==> src/design/plda_pkg.sv <==
// shared constants and types of the plda llr scorer
`timescale 1ns / 1ps

package plda_pkg;

    localparam int PLDA_DIM_MAX = 256;

    localparam logic CMD_LOAD  = 1'b0;
    localparam logic CMD_SCORE = 1'b1;

    // radix-2 divider: one quotient bit per cycle
    localparam int DIV_STEPS = 64;
    localparam int DIV_CNT_W = 7;

    // ln(2) in Q0.32
    localparam logic [31:0] LN2_Q32 = 32'd2977044472;

    typedef struct packed {
        logic        start;
        logic [63:0] dividend;
        logic [47:0] divisor;
    } div_req_t;

    typedef struct packed {
        logic        done;
        logic [63:0] quotient;
    } div_rsp_t;

endpackage

==> src/design/plda_div.sv <==
// restoring radix-2 divider, 64-bit dividend by 48-bit divisor
`timescale 1ns / 1ps

module plda_div import plda_pkg::*; (
    input  logic     aclk,
    input  logic     aresetn,
    input  div_req_t req,
    output div_rsp_t rsp
);

    logic [47:0]          rem_reg;
    logic [63:0]          quo_reg;
    logic [47:0]          divisor_reg;
    logic [DIV_CNT_W-1:0] cnt_reg;
    logic                 done_reg;

    logic [48:0] trial;
    logic [49:0] diff;
    logic        borrow;

    assign trial  = {rem_reg, quo_reg[63]};
    assign diff   = {1'b0, trial} - {2'b00, divisor_reg};
    assign borrow = diff[49];

    always_ff @(posedge aclk) begin
        if (!aresetn) begin
            cnt_reg  <= '0;
            done_reg <= 1'b0;
        end else if (req.start) begin
            cnt_reg  <= DIV_CNT_W'(DIV_STEPS);
            done_reg <= 1'b0;
        end else if (cnt_reg != '0) begin
            cnt_reg  <= cnt_reg - DIV_CNT_W'(1);
            done_reg <= (cnt_reg == DIV_CNT_W'(1));
        end else begin
            done_reg <= 1'b0;
        end
    end

    always_ff @(posedge aclk) begin
        if (req.start) begin
            rem_reg     <= '0;
            quo_reg     <= req.dividend;
            divisor_reg <= req.divisor;
        end else if (cnt_reg != '0) begin
            rem_reg <= borrow ? trial[47:0] : diff[47:0];
            quo_reg <= {quo_reg[62:0], ~borrow};
        end
    end

    assign rsp.done     = done_reg;
    assign rsp.quotient = quo_reg;

endmodule

==> config.mk <==
export PLATFORM = sky130hd
export DESIGN_NAME = plda_div
export DESIGN_NICKNAME = d
export VERILOG_FILES = /design/src/design/plda_pkg.sv /design/src/design/plda_div.sv
export SDC_FILE = /design/constraint.sdc
export NUM_CORES = 1
export LEC_CHECK = 0
export ABC_AREA = 1
export BUFFER_PORTS_ARGS = -buffer_cell sky130_fd_sc_hd__buf_2
export CAP_MARGIN = 20
export CORE_MARGIN = 4
export CORE_UTILIZATION = 58
export DETAILED_ROUTE_END_ITERATION = 10
export GPL_ROUTABILITY_DRIVEN = 1
export HOLD_SLACK_MARGIN = 0.02
export PLACE_DENSITY_LB_ADDON = 0.25
export SLEW_MARGIN = 10
export SYNTH_ARGS = -nofsm -noshare
export SYNTH_HDL_FRONTEND = slang
export SYNTH_SLANG_ARGS = --single-unit
==> constraint.sdc <==
create_clock -name aclk -period 4.3 [get_ports aclk]
set_clock_uncertainty 0.2 [all_clocks]
set_input_delay 0.215 -clock aclk [delete_from_list [all_inputs] [get_ports aclk]]
set_output_delay 0.215 -clock aclk [all_outputs]
set_load 0.1 [all_outputs]
==> qor.txt <==
Routed met3 length -> 3270 um
Power Internal -> 0.00324 W
kind of critical path -> reg -> reg
clock network power share -> 26.9%
met2 routed WL -> 17200 um
n_diodes -> 0
actual slew at the worst max-slew pin -> 777 ps
Simple-Gate Fraction of Synth Area -> 35.6%
chip width -> 146 um
synthesized area per cell -> 6.82 um^2
final WL -> 36400 um
YS warnings -> 0
CTS root buffer -> clkbuf_16
CTS max path bufs -> 2
number of gates resized after cts -> 0
ys async rst share -> 0%
Final HPWL DP -> 23900 um
Compound-Gate Fraction of Synth Area -> 3.85%
main combinational cell family by area after synthesis -> simple AND/OR/NAND/NOR gates
Total GRT Usage -> 34.0%
Reg2Reg Depth -> 12
synth top area cells -> edfxtp_1 (30%), nand2_1 (22%), inv_1 (10%), dfxtp_1 (10%), nand3_1 (6.5%)
total CTS buffers -> 17
worst endpoint data arrival time -> 3270 ps
layout cell share with drive strength beyond 1 -> 13.4%
largest net degree at the start of global routing -> 74
Worst Hold Class -> in -> reg
Crit path required time -> 4460 ps
vias per std cell -> 5.30
Switching Share -> 45.9%
drt wl/cell -> 16.9 um
PortBufs -> 179
first-pass iteration count of the detailed router -> 7
Crit Path Max Fanout -> 24
DP Worst Slack -> 1220 ps
unrepaired setup endpoints after global routing -> false
Crit path depth -> 12
most common cell in the netlist -> nand2_1
Final nets -> 2073
antenna violations before repair -> 0
Mapped Nets -> 1790
final non-filler cell total -> 2154
dpl cells -> 2008
area delta synth->final -> 25.9%
number of global-route vias before repair -> 11.4k
post-route ant nets -> 0
critical path launch point type -> flip-flop
hold_buf cts -> 114
# fillers -> 1447
power density cells -> 429 nW/um^2
via count -> 11.4k
CTS tree -> built
critical path's largest stage delay -> 500 ps
mux contribution to synthesized area -> 0%
worst hold stages -> 2
RD Place Congestion -> 1.00
critical path's top delay family -> simple AND/OR/NAND/NOR gates
setup slack after layout -> 1190 ps
Final Max Tran Viols -> 0
core area -> 18800 um^2
EDFF count, synth -> 112
top cells by count, synth -> nand2_1 (663), inv_1 (300), nand3_1 (144)
final-report hold violation count -> 0
first-pass GRT wire length -> 58200 um
dominant cell type by area after synthesis -> edfxtp_1
status -> finished clean
sequential power share -> 36.0%
fmax -> 322 MHz
Top Metal Used -> met4
htree depth -> 4
CTS clk-pin slew, worst paths -> 80 ps
crit-path cells -> inv_1 > ha_1 > a21oi_1 > o21ai_0 > a21oi_1 > nand2_1 > inv_1 > nand3_2 > buf_4 > nand2_1 > nand3_1 > o21ai_0
Comb pwr share -> 37.1%
Tmin final -> 3110 ps
crit end category -> flip-flop
cell count after synthesis -> 1624
Psw -> 0.00275 W
CP bufs+invs -> 3
Distinct cells, synth -> 38
top-area cell type share of the netlist area -> 30.4%
CTS Sinks -> 168
Pleak -> 7.53 nW
Synth Register Bits -> 168
max FFs per register -> 64
clk_lat worst skew -> 450 ps
xor/xnor share of the synthesized area -> 1.98%
adder-cell share of the synthesized area -> 5.83%
slowest CP cell -> nand3_2
fin area -> 13900 um^2
synthesized area -> 11100 um^2
Tcrit/Tclk final -> 72.3%
relative slew slack -> 48.2%
Post-route DRC -> 0
Finish-stage setup viols -> 0
die area -> 21400 um^2
max cap viols -> 0
setup TNS -> 0 ps
GRT overflow -> 0
most common flop cell mapped by yosys -> edfxtp_1
Starting DRT DRC Count -> 1008
Initial Util -> 59.0%
maximum VDD drop -> 0.523 mV
height of the die -> 146 um
Seq/Total Area, Yosys -> 40.5%
Post-CTS Repair Setup Buffers -> 0
# IOs -> 180
met1 WL -> 14900 um
DP Area -> 12200 um^2
Row Count -> 50
## through the flow
step / hold WS (ps) / total power, W / utilization, %
floorplan: 114 / 0.00384 / -
global placement: 191 / 0.00421 / 64.8
detailed placement: 193 / 0.00424 / 65.0
CTS: 259 / 0.00592 / 74.3
global route: 264 / 0.00619 / 74.3
finish: 267 / 0.00599 / 74.3
## final cells by class
| class | instances | area, um^2 | area share, % |
|---|---|---|---|
| inverter | 309 | 1160 | 8.32 |
| sequential | 168 | 4480 | 32.2 |
| timing repair buffer | 303 | 2150 | 15.4 |
| clock buffer | 18 | 439 | 3.15 |
| tap | 234 | 293 | 2.10 |
| multi-input combinational | 1108 | 5250 | 37.6 |
| clock inverter | 14 | 173 | 1.24 |
## layout by cell type (no fill, tap or decap), types with 2 or more instances in the layout
| cell type | instances |
|---|---|
| or2_2 | 4 |
| inv_2 | 10 |
| o21ai_0 | 24 |
| buf_4 | 9 |
| clkinv_4 | 2 |
| nand3_2 | 2 |
| ha_1 | 50 |
| dlygate4sd3_1 | 114 |
| a21oi_1 | 35 |
| clkbuf_16 | 17 |
| edfxtp_1 | 112 |
| inv_1 | 298 |
| dfxtp_1 | 56 |
| nand3b_1 | 14 |
| nand4_1 | 10 |
| nand2_2 | 7 |
| o21ai_1 | 8 |
| nor3_2 | 2 |
| buf_2 | 178 |
| xnor2_1 | 17 |
| nor2_1 | 82 |
| clkinv_8 | 4 |
| xor2_1 | 8 |
| nand2_1 | 663 |
| nor3_1 | 13 |
| nor2_2 | 6 |
| o21bai_1 | 7 |
| inv_8 | 5 |
| inv_6 | 2 |
| nor2_4 | 3 |
| nand3_1 | 144 |
## path summary, 6_finish.rpt
| kind | startpoint | to | slack, ps |
|---|---|---|---|
| worst max-delay path | divisor_reg[42] | rem_reg[20] | 1190 |
| worst max register to register | divisor_reg[42] | rem_reg[20] | 1190 |
| worst min register to register | rem_reg[29] | rem_reg[29] | 270 |
| worst min-delay path | req[6] | divisor_reg[6] | 270 |
## cells by family after synthesis
family | Yosys count
AOI/OAI and AO/OA | 79
xor gates and xnor gates | 25
adders and majority gates | 51
buffers and inverters | 348
DFF | 168
and+or+nand+nor | 953
## power groups by stage
stage                     Clock [W]  Combinational (W)  Sequential, W
after floorplan                   0           0.000515        0.00332
after global placement            0            0.00205        0.00216
after detailed placement          0            0.00209        0.00215
after CTS                   0.00162            0.00217        0.00213
after global routing        0.00169            0.00232        0.00217
final                       0.00161            0.00222        0.00215
## per-layer routing
metal / GRT usage (%) / vias up
met5: 0 / -
met4: 9.97 / 0
met3: 8.19 / 95
met2: 57.6 / 566
met1: 43.5 / 5175
li1: - / 5570
## worst reg2reg max path, stage by stage, from the launching register on
cell      delay, ps
edfxtp_1        330
inv_1            50
ha_1            360
a21oi_1         260
o21ai_0         160
a21oi_1         220
nand2_1         140
inv_1            90
nand3_2         500
buf_4           450
nand2_1         130
nand3_1          80
o21ai_0          80
Note: power is estimated with default switching activity, not from simulation.
